$ cat config.mk
export PLATFORM = sky130hd
export DESIGN_NAME = status_led_pattern_generator
export DESIGN_NICKNAME = d
export VERILOG_FILES = /design/src/hw/rtl/slpg_pkg.sv /design/src/hw/rtl/slpg_in_stage.sv /design/src/hw/rtl/slpg_core.sv /design/src/hw/rtl/slpg_out_reg.sv /design/src/hw/rtl/status_led_pattern_generator.sv
export SDC_FILE = /design/constraint.sdc
export NUM_CORES = 1
export LEC_CHECK = 0
export BUFFER_PORTS_ARGS = -buffer_cell sky130_fd_sc_hd__buf_2
export CELL_PAD_IN_SITES_DETAIL_PLACEMENT = 0
export CELL_PAD_IN_SITES_GLOBAL_PLACEMENT = 1
export CORE_UTILIZATION = 47
export DETAILED_ROUTE_END_ITERATION = 12
export PLACE_DENSITY_LB_ADDON = 0.1
export SETUP_SLACK_MARGIN = 0.4
export SKIP_CTS_REPAIR_TIMING = 1
export SLEW_MARGIN = 20
export SYNTH_ARGS = -nofsm -noshare
export SYNTH_HDL_FRONTEND = slang
export SYNTH_SLANG_ARGS = --single-unit
export TNS_END_PERCENT = 1
$ cat constraint.sdc
create_clock -name i_clk -period 6.3 [get_ports i_clk]
set_clock_uncertainty 0.2 [all_clocks]
set_input_delay 0 -clock i_clk [delete_from_list [all_inputs] [get_ports i_clk]]
set_output_delay 0 -clock i_clk [all_outputs]
set_load 0.05 [all_outputs]
$ cat src/hw/rtl/slpg_pkg.sv
// Package for the status LED pattern generator.
// Holds the action codes, the pattern ROM and the shared item/result types.
// No dependencies.
package slpg_pkg;

    localparam int unsigned STATE_W = 3;
    localparam int unsigned REQ_W   = 4;
    localparam int unsigned PHASE_W = 11;
    localparam int unsigned SPAN_W  = 12;

    typedef enum logic [1:0] {
        ACT_TICK = 2'd0,
        ACT_SET  = 2'd1,
        ACT_INIT = 2'd2
    } t_action;

    typedef struct packed {
        logic [1:0]       action;
        logic [REQ_W-1:0] new_state;
    } t_item;

    typedef struct packed {
        logic blue;
        logic green;
        logic red;
        logic led_on;
    } t_result;

    // step = on + gap
    typedef struct packed {
        logic [PHASE_W-1:0] period;
        logic [PHASE_W-1:0] on_len;
        logic [PHASE_W-1:0] step;
        logic [1:0]         count;
        logic               cr;
        logic               cg;
        logic               cb;
    } t_pat_row;

    function automatic t_pat_row pat_rom(input logic [STATE_W-1:0] idx);
        t_pat_row r;
        case (idx)
            3'd0:    r = '{11'd500,  11'd500, 11'd500, 2'd1, 1'b0, 1'b0, 1'b1};
            3'd1:    r = '{11'd250,  11'd125, 11'd125, 2'd1, 1'b0, 1'b1, 1'b1};
            3'd2:    r = '{11'd1000, 11'd50,  11'd50,  2'd1, 1'b0, 1'b1, 1'b0};
            3'd3:    r = '{11'd500,  11'd250, 11'd250, 2'd1, 1'b1, 1'b1, 1'b0};
            3'd4:    r = '{11'd1500, 11'd90,  11'd250, 2'd2, 1'b1, 1'b1, 1'b0};
            3'd5:    r = '{11'd1200, 11'd110, 11'd270, 2'd3, 1'b1, 1'b0, 1'b0};
            3'd6:    r = '{11'd160,  11'd80,  11'd80,  2'd1, 1'b1, 1'b0, 1'b0};
            default: r = '{11'd500,  11'd500, 11'd500, 2'd1, 1'b1, 1'b0, 1'b1};
        endcase
        return r;
    endfunction

    function automatic logic is_fault(input logic [REQ_W-1:0] s);
        return (s == 4'd5) || (s == 4'd6);
    endfunction

endpackage

$ cat src/hw/rtl/slpg_in_stage.sv
// Input register of the status LED pattern generator.
// Holds one request until the core consumes it. Uses slpg_pkg.
module slpg_in_stage (
    input  logic           i_clk,
    input  logic           i_rst_n,
    input  logic           i_valid,
    output logic           o_ready,
    input  slpg_pkg::t_item i_item,
    input  logic           i_take,
    output logic           o_valid,
    output slpg_pkg::t_item o_item
);

    logic            r_valid;
    slpg_pkg::t_item r_item;

    assign o_ready = !r_valid || i_take;
    assign o_valid = r_valid;
    assign o_item  = r_item;

    always_ff @(posedge i_clk) begin
        if (!i_rst_n) begin
            r_valid <= 1'b0;
        end else if (o_ready) begin
            r_valid <= i_valid;
        end
    end

    always_ff @(posedge i_clk) begin
        if (o_ready && i_valid) begin
            r_item <= i_item;
        end
    end

endmodule

$ cat src/hw/rtl/slpg_core.sv
// State, phase counter and pulse decode of the status LED pattern generator.
// Applies one request per fire; result is combinational. Uses slpg_pkg.
module slpg_core (
    input  logic              i_clk,
    input  logic              i_rst_n,
    input  logic              i_fire,
    input  slpg_pkg::t_item   i_item,
    output logic              o_emit,
    output slpg_pkg::t_result o_result
);

    logic [slpg_pkg::STATE_W-1:0] r_state, n_state;
    logic [slpg_pkg::PHASE_W-1:0] r_phase, n_phase;
    logic                         r_init, n_init;

    slpg_pkg::t_pat_row           row;
    logic [slpg_pkg::PHASE_W-1:0] tick_phase;
    logic [slpg_pkg::SPAN_W-1:0]  ph_ext;
    logic [slpg_pkg::SPAN_W-1:0]  start1, start2;
    logic                         hit0, hit1, hit2, lvl;
    logic                         set_ok;

    always_comb begin
        row        = slpg_pkg::pat_rom(r_state);
        tick_phase = r_phase + 1'b1;
        if (tick_phase >= row.period) begin
            tick_phase = '0;
        end
        ph_ext = {1'b0, tick_phase};
        start1 = {1'b0, row.step};
        start2 = {row.step, 1'b0};
        hit0   = ph_ext < {1'b0, row.on_len};
        hit1   = (row.count >= 2'd2) && (ph_ext >= start1)
                 && (ph_ext < start1 + {1'b0, row.on_len});
        hit2   = (row.count == 2'd3) && (ph_ext >= start2)
                 && (ph_ext < start2 + {1'b0, row.on_len});
        lvl    = hit0 || hit1 || hit2;

        o_result.led_on = lvl;
        o_result.red    = lvl & row.cr;
        o_result.green  = lvl & row.cg;
        o_result.blue   = lvl & row.cb;

        o_emit = (slpg_pkg::t_action'(i_item.action) == slpg_pkg::ACT_TICK) && r_init;

        set_ok = !i_item.new_state[3]
                 && !(slpg_pkg::is_fault({1'b0, r_state})
                      && !slpg_pkg::is_fault(i_item.new_state))
                 && (i_item.new_state[2:0] != r_state);

        n_state = r_state;
        n_phase = r_phase;
        n_init  = r_init;
        case (slpg_pkg::t_action'(i_item.action))
            slpg_pkg::ACT_INIT: begin
                n_state = '0;
                n_phase = '0;
                n_init  = 1'b1;
            end
            slpg_pkg::ACT_SET: begin
                if (set_ok) begin
                    n_state = i_item.new_state[2:0];
                    n_phase = '0;
                end
            end
            slpg_pkg::ACT_TICK: begin
                if (r_init) begin
                    n_phase = tick_phase;
                end
            end
            default: begin
            end
        endcase
    end

    always_ff @(posedge i_clk) begin
        if (!i_rst_n) begin
            r_state <= '0;
            r_phase <= '0;
            r_init  <= 1'b0;
        end else if (i_fire) begin
            r_state <= n_state;
            r_phase <= n_phase;
            r_init  <= n_init;
        end
    end

endmodule

$ cat src/hw/rtl/slpg_out_reg.sv
// Output register of the status LED pattern generator.
// Holds one result until the sink takes it. Uses slpg_pkg.
module slpg_out_reg (
    input  logic              i_clk,
    input  logic              i_rst_n,
    input  logic              i_load,
    input  slpg_pkg::t_result i_result,
    output logic              o_free,
    output logic              o_valid,
    input  logic              i_ready,
    output slpg_pkg::t_result o_result
);

    logic              r_valid;
    slpg_pkg::t_result r_result;

    assign o_free   = !r_valid || i_ready;
    assign o_valid  = r_valid;
    assign o_result = r_result;

    always_ff @(posedge i_clk) begin
        if (!i_rst_n) begin
            r_valid <= 1'b0;
        end else if (o_free) begin
            r_valid <= i_load;
        end
    end

    always_ff @(posedge i_clk) begin
        if (i_load) begin
            r_result <= i_result;
        end
    end

endmodule

$ cat src/hw/rtl/status_led_pattern_generator.sv
// Status LED pattern generator, top level.
// A tick request is held in the input register; its result is loaded into the output register when the core fires it.
// Throughput: one request per cycle; a waiting result holds back a tick and all behind it.
// Requests that give no result pass through the core without an output slot.
// Synchronous active-low reset clears state, phase, init flag and valids.
// Uses slpg_pkg, slpg_in_stage, slpg_core, slpg_out_reg.
module status_led_pattern_generator (
    input  logic       i_clk,
    input  logic       i_rst_n,
    input  logic       i_s_tvalid,
    output logic       o_s_tready,
    input  logic [7:0] i_s_tdata,   // [3:0] new_state, [7:4] zero
    input  logic [1:0] i_s_tuser,   // [1:0] action
    output logic       o_m_tvalid,
    input  logic       i_m_tready,
    output logic [7:0] o_m_tdata    // [0] led_on, [1] red, [2] green, [3] blue, [7:4] zero
);

    slpg_pkg::t_item   in_item, st_item;
    slpg_pkg::t_result core_res, out_res;
    logic              st_valid, emit, out_free, fire;

    assign in_item.action    = i_s_tuser;
    assign in_item.new_state = i_s_tdata[3:0];

    assign fire = st_valid && (!emit || out_free);

    slpg_in_stage u_in (
        .i_clk   (i_clk),
        .i_rst_n (i_rst_n),
        .i_valid (i_s_tvalid),
        .o_ready (o_s_tready),
        .i_item  (in_item),
        .i_take  (fire),
        .o_valid (st_valid),
        .o_item  (st_item)
    );

    slpg_core u_core (
        .i_clk    (i_clk),
        .i_rst_n  (i_rst_n),
        .i_fire   (fire),
        .i_item   (st_item),
        .o_emit   (emit),
        .o_result (core_res)
    );

    slpg_out_reg u_out (
        .i_clk    (i_clk),
        .i_rst_n  (i_rst_n),
        .i_load   (fire && emit),
        .i_result (core_res),
        .o_free   (out_free),
        .o_valid  (o_m_tvalid),
        .i_ready  (i_m_tready),
        .o_result (out_res)
    );

    assign o_m_tdata = {4'b0000, out_res.blue, out_res.green, out_res.red, out_res.led_on};

endmodule
==> summary.md <==
| Metric | Value |
|---|---|
| Final setup margin | `roughly 0.86 ns` |
| Inserted Diodes | `0` |
| CTS root buf | `clkbuf_8` |
| Post-synth cell types | `60` |
| Synthesis-to-layout area growth | `9.86%` |
| PwrDens | `99.5 nW/um2` |
| Worst-path cell chain | `inv_1, ha_1, buf_4, or3_1, o21ai_0, nor2b_1, ha_1, a21oi_1, and3_1, o21a_1, o21ai_4, a21oi_1, ha_1, and3_1, a221o_1, a31oi_1, o21ai_0, o211a_1, o21bai_1, a221oi_1` |
| I/O pins | `24` |
| Clock Sinks | `27` |
| Startpoint Class | `register` |
| CP peak stage delay | `0.49 ns` |
| Synth Instances | `373` |
| Post-route cell area | `3460 um2` |
| Die H | `roughly 84 um` |
| Clk slew on worst S/H paths | `0.10 ns` |
| Post-synth EDFFs | `10` |
| Kind of critical path | `register to register` |
| Worst Path Required | `6.19 ns` |
| Crit path buffers/inverters | `2` |
| Number of global-route vias before repair | `2654` |
| Worst path top cell family by delay | `compound AO/OA/AOI/OAI gates` |
| H-tree Lvls | `1` |
| Reg2reg path depth | `20` |
| Violated checks | `DRC` |
| Cell Area, Synth | `roughly 3100 um2` |
| Core area | `6420 um2` |
| Reg2reg start | `u_core.r_state[1]` |
| Placed inst area | `about 3300 um2` |
| Drt total wl | `7530 um` |
| Routability cong. | `0.840` |
| Max-cap violations | `0` |
| Number of routed nets with antenna violations | `0` |
| Post-synth top flop | `dfxtp_1` |
| P_leak | `1.68 nW` |
| Class of the worst hold path | `primary input to register` |
| Least-Margin Pin Slew | `0.866 ns` |
| Initial antenna violation count | `0` |
| Num CTS Buffers | `3` |
| Top cell by count, worst path | `ha_1` |
| FFs w/ async S/R, synth | `0` |
| Crit path max-delay cell type | `dfxtp_1` |
| Tmin final | `5.44 ns` |
| FMAX | `184 MHz` |
| Max-slew violations | `0` |
| Buffers on Ports | `15` |
| Status | `finished with violations` |
| Synth area leaders | `ha_1 (25%), dfxtp_1 (11%), edfxtp_1 (9.5%)` |
| Synth area leader | `ha_1` |
| Gr ovfl total | `0` |
| Worst Hold End | `u_core.r_state[1]` |
| Top-area cell type share of the netlist area | `0.247` |
| Clock tree buffer depth | `2` |
| Synth warn | `0` |
| CTS tree | `done` |
| DR pass1 iterations | `8` |
| WL per Instance | `15.9 um` |
| Sequential area share after synthesis | `0.204` |
| First-pass GRT wire length | `12900 um` |
| Fill count | `640` |
| DPL Wire Length | `slightly above 6000 um` |
| Hold Violations, Final | `0` |
| Setup TNS | `0 ns` |
| Skew-Pair Late Insertion Delay | `0.27 ns` |
| Via density | `5.77` |
| Die ar. | `7020 um2` |
| Largest net degree at the start of global routing | `18` |
| FF+latch count, synth | `27` |
| Syn avg cell area | `between 8 and 9 um2` |
| WHS Path Cells | `3` |
| Worst relative slew slack | `0.416` |
| VDD IR max | `0.000117 V` |
| Total GRT Usage | `0.228` |
| Crit Reg-Reg Endpoint | `u_out.o_result[2]` |
| Via count | `approximately 2700` |
| Die W | `83.8 um` |
| HP Start | `i_rst_n` |
| Cell depth of the worst setup path | `20` |
| # setup viols final | `0` |
| Arrival time worst endpoint | `5.34 ns` |
| R2R Setup Slk | `0.86 ns` |
| Crit share post-route | `0.864` |
| DR iter-0 viols | `181` |
| Crit. End Element | `register` |
| Fin nets | `476` |
| DR DRC count | `4` |
| RSZ-0062 raised after global routing | `no` |
| Crit Path Max Fanout | `8` |
| Core Rows | `29` |
| Initial core utilization | `0.490` |
| Share of layout cells above drive strength 1 | `0.0957` |
| DP Worst Slack | `0.725 ns` |
cells in the mapped netlist, drive strengths merged (4+ instances only):
master,instances
ha,62
a21oi,37
nor2,27
inv,26
nand2,26
o21ai,18
dfxtp,17
xor2,14
a21o,11
nor3,11
edfxtp,10
nand3,9
nor2b,9
and2,8
nand4,8
buf,7
xnor2,7
a22oi,5
o21bai,5
a31oi,4
nand2b,4
o21a,4
or3,4
sequential cells by signal, summed over array words and instances (netlist names):
register and count:
u_in.o_item 6, u_core.r_state 3, u_out.o_valid 1, u_core.r_phase 11, u_in.o_valid 1, u_core.r_init 1, u_out.o_result 4
metrics by stage:
stage	util	power, W	cells	hold WS, ns
5_1_grt	0.538	0.000361	474	0.0379
4_1_cts	0.522	0.000344	466	-0.311
6_report	0.538	0.000344	474	0.00929
3_5_place_dp	0.514	0.000244	462	-0.0217
3_3_place_gp	0.514	0.000243	462	-0.0233
2_1_floorplan	-	0.000233	376	-0.101
how the worst max path moves through the flow:
stage,from,to
2_1_floorplan,u_core.r_state[1],u_out.o_result[2]
3_3_place_gp,u_core.r_state[1],u_out.o_result[2]
3_5_place_dp,u_core.r_state[1],u_out.o_result[2]
4_1_cts,u_core.r_state[1],u_out.o_result[2]
5_1_grt,u_core.r_state[0],u_out.o_result[2]
6_report,u_core.r_state[1],u_out.o_result[2]
routing by layer:
metal  global-route usage  vias up  part of all wire
li1                     -     1419                 -
met1                0.338     1277              0.52
met2                0.373       37              0.45
met3               0.0247        2             0.035
met4               0.0110        0            0.0025
met5                    0        -                 0
kinds of logic (layout without fill, tap and decap cells):
family | after synthesis | count (layout) | share of synthesized area
AOI/OAI and AO/OA | 107 | 107 | 0.231
xor gates and xnor gates | 21 | 21 | 0.0585
adders and majority gates | 64 | 64 | 0.259
buffers and inverters | 37 | 58 | 0.0497
DFF | 27 | 27 | 0.204
muxes | 1 | 1 | 0.00318
other | 1 | 4 | 0.00119
and+or+nand+nor | 115 | 115 | 0.193
tightest hold or removal path, delay by kind of cell:
kind	cells	cell delay [ns]
compound gates	1	0.07
buf+inv	2	0.37
where the power goes:
group	internal, W	leakage [nW]	switching (W)	total (W)
sequential	0.000185	0.230	0.00000413	0.000189
combinational	0.0000214	1.43	0.0000340	0.0000553
clock	0.0000449	0.0217	0.0000547	0.0000995
area by class of cell:
class                           instances  area (um2)  share of cell area
Clock buffer                            3        41.3              0.0119
Timing Repair Buffer                   27         185              0.0536
Multi-Input combinational cell        312        2380               0.690
Clock inverter                          1        7.51             0.00217
Inverter                               27         101              0.0293
Tap cell                               77        96.3              0.0279
Sequential cell                        27         641               0.185
cells in the final DEF, fill, tap and decap left out, types with 3 or more instances in the layout:
cell and instances:
nor2_1 27, or3_1 3, xor2_1 14, o21a_1 4, and2_1 7, a22oi_1 5
o21bai_1 5, nor3_1 9, inv_1 26, a21o_1 11, a21oi_1 35, edfxtp_1 10
nand4_1 7, o2111ai_1 3, nand3_1 8, ha_1 61, dlygate4sd3_1 8, o311a_1 3
a31oi_1 4, conb_1 4, buf_4 4, dfxtp_1 17, nand2_1 26, clkbuf_8 3
nand2b_1 4, buf_2 15, o21ai_1 3, o21ai_0 12, nor2b_1 9, xnor2_1 7
No activity file was read; power rests on OpenSTA's default activity.
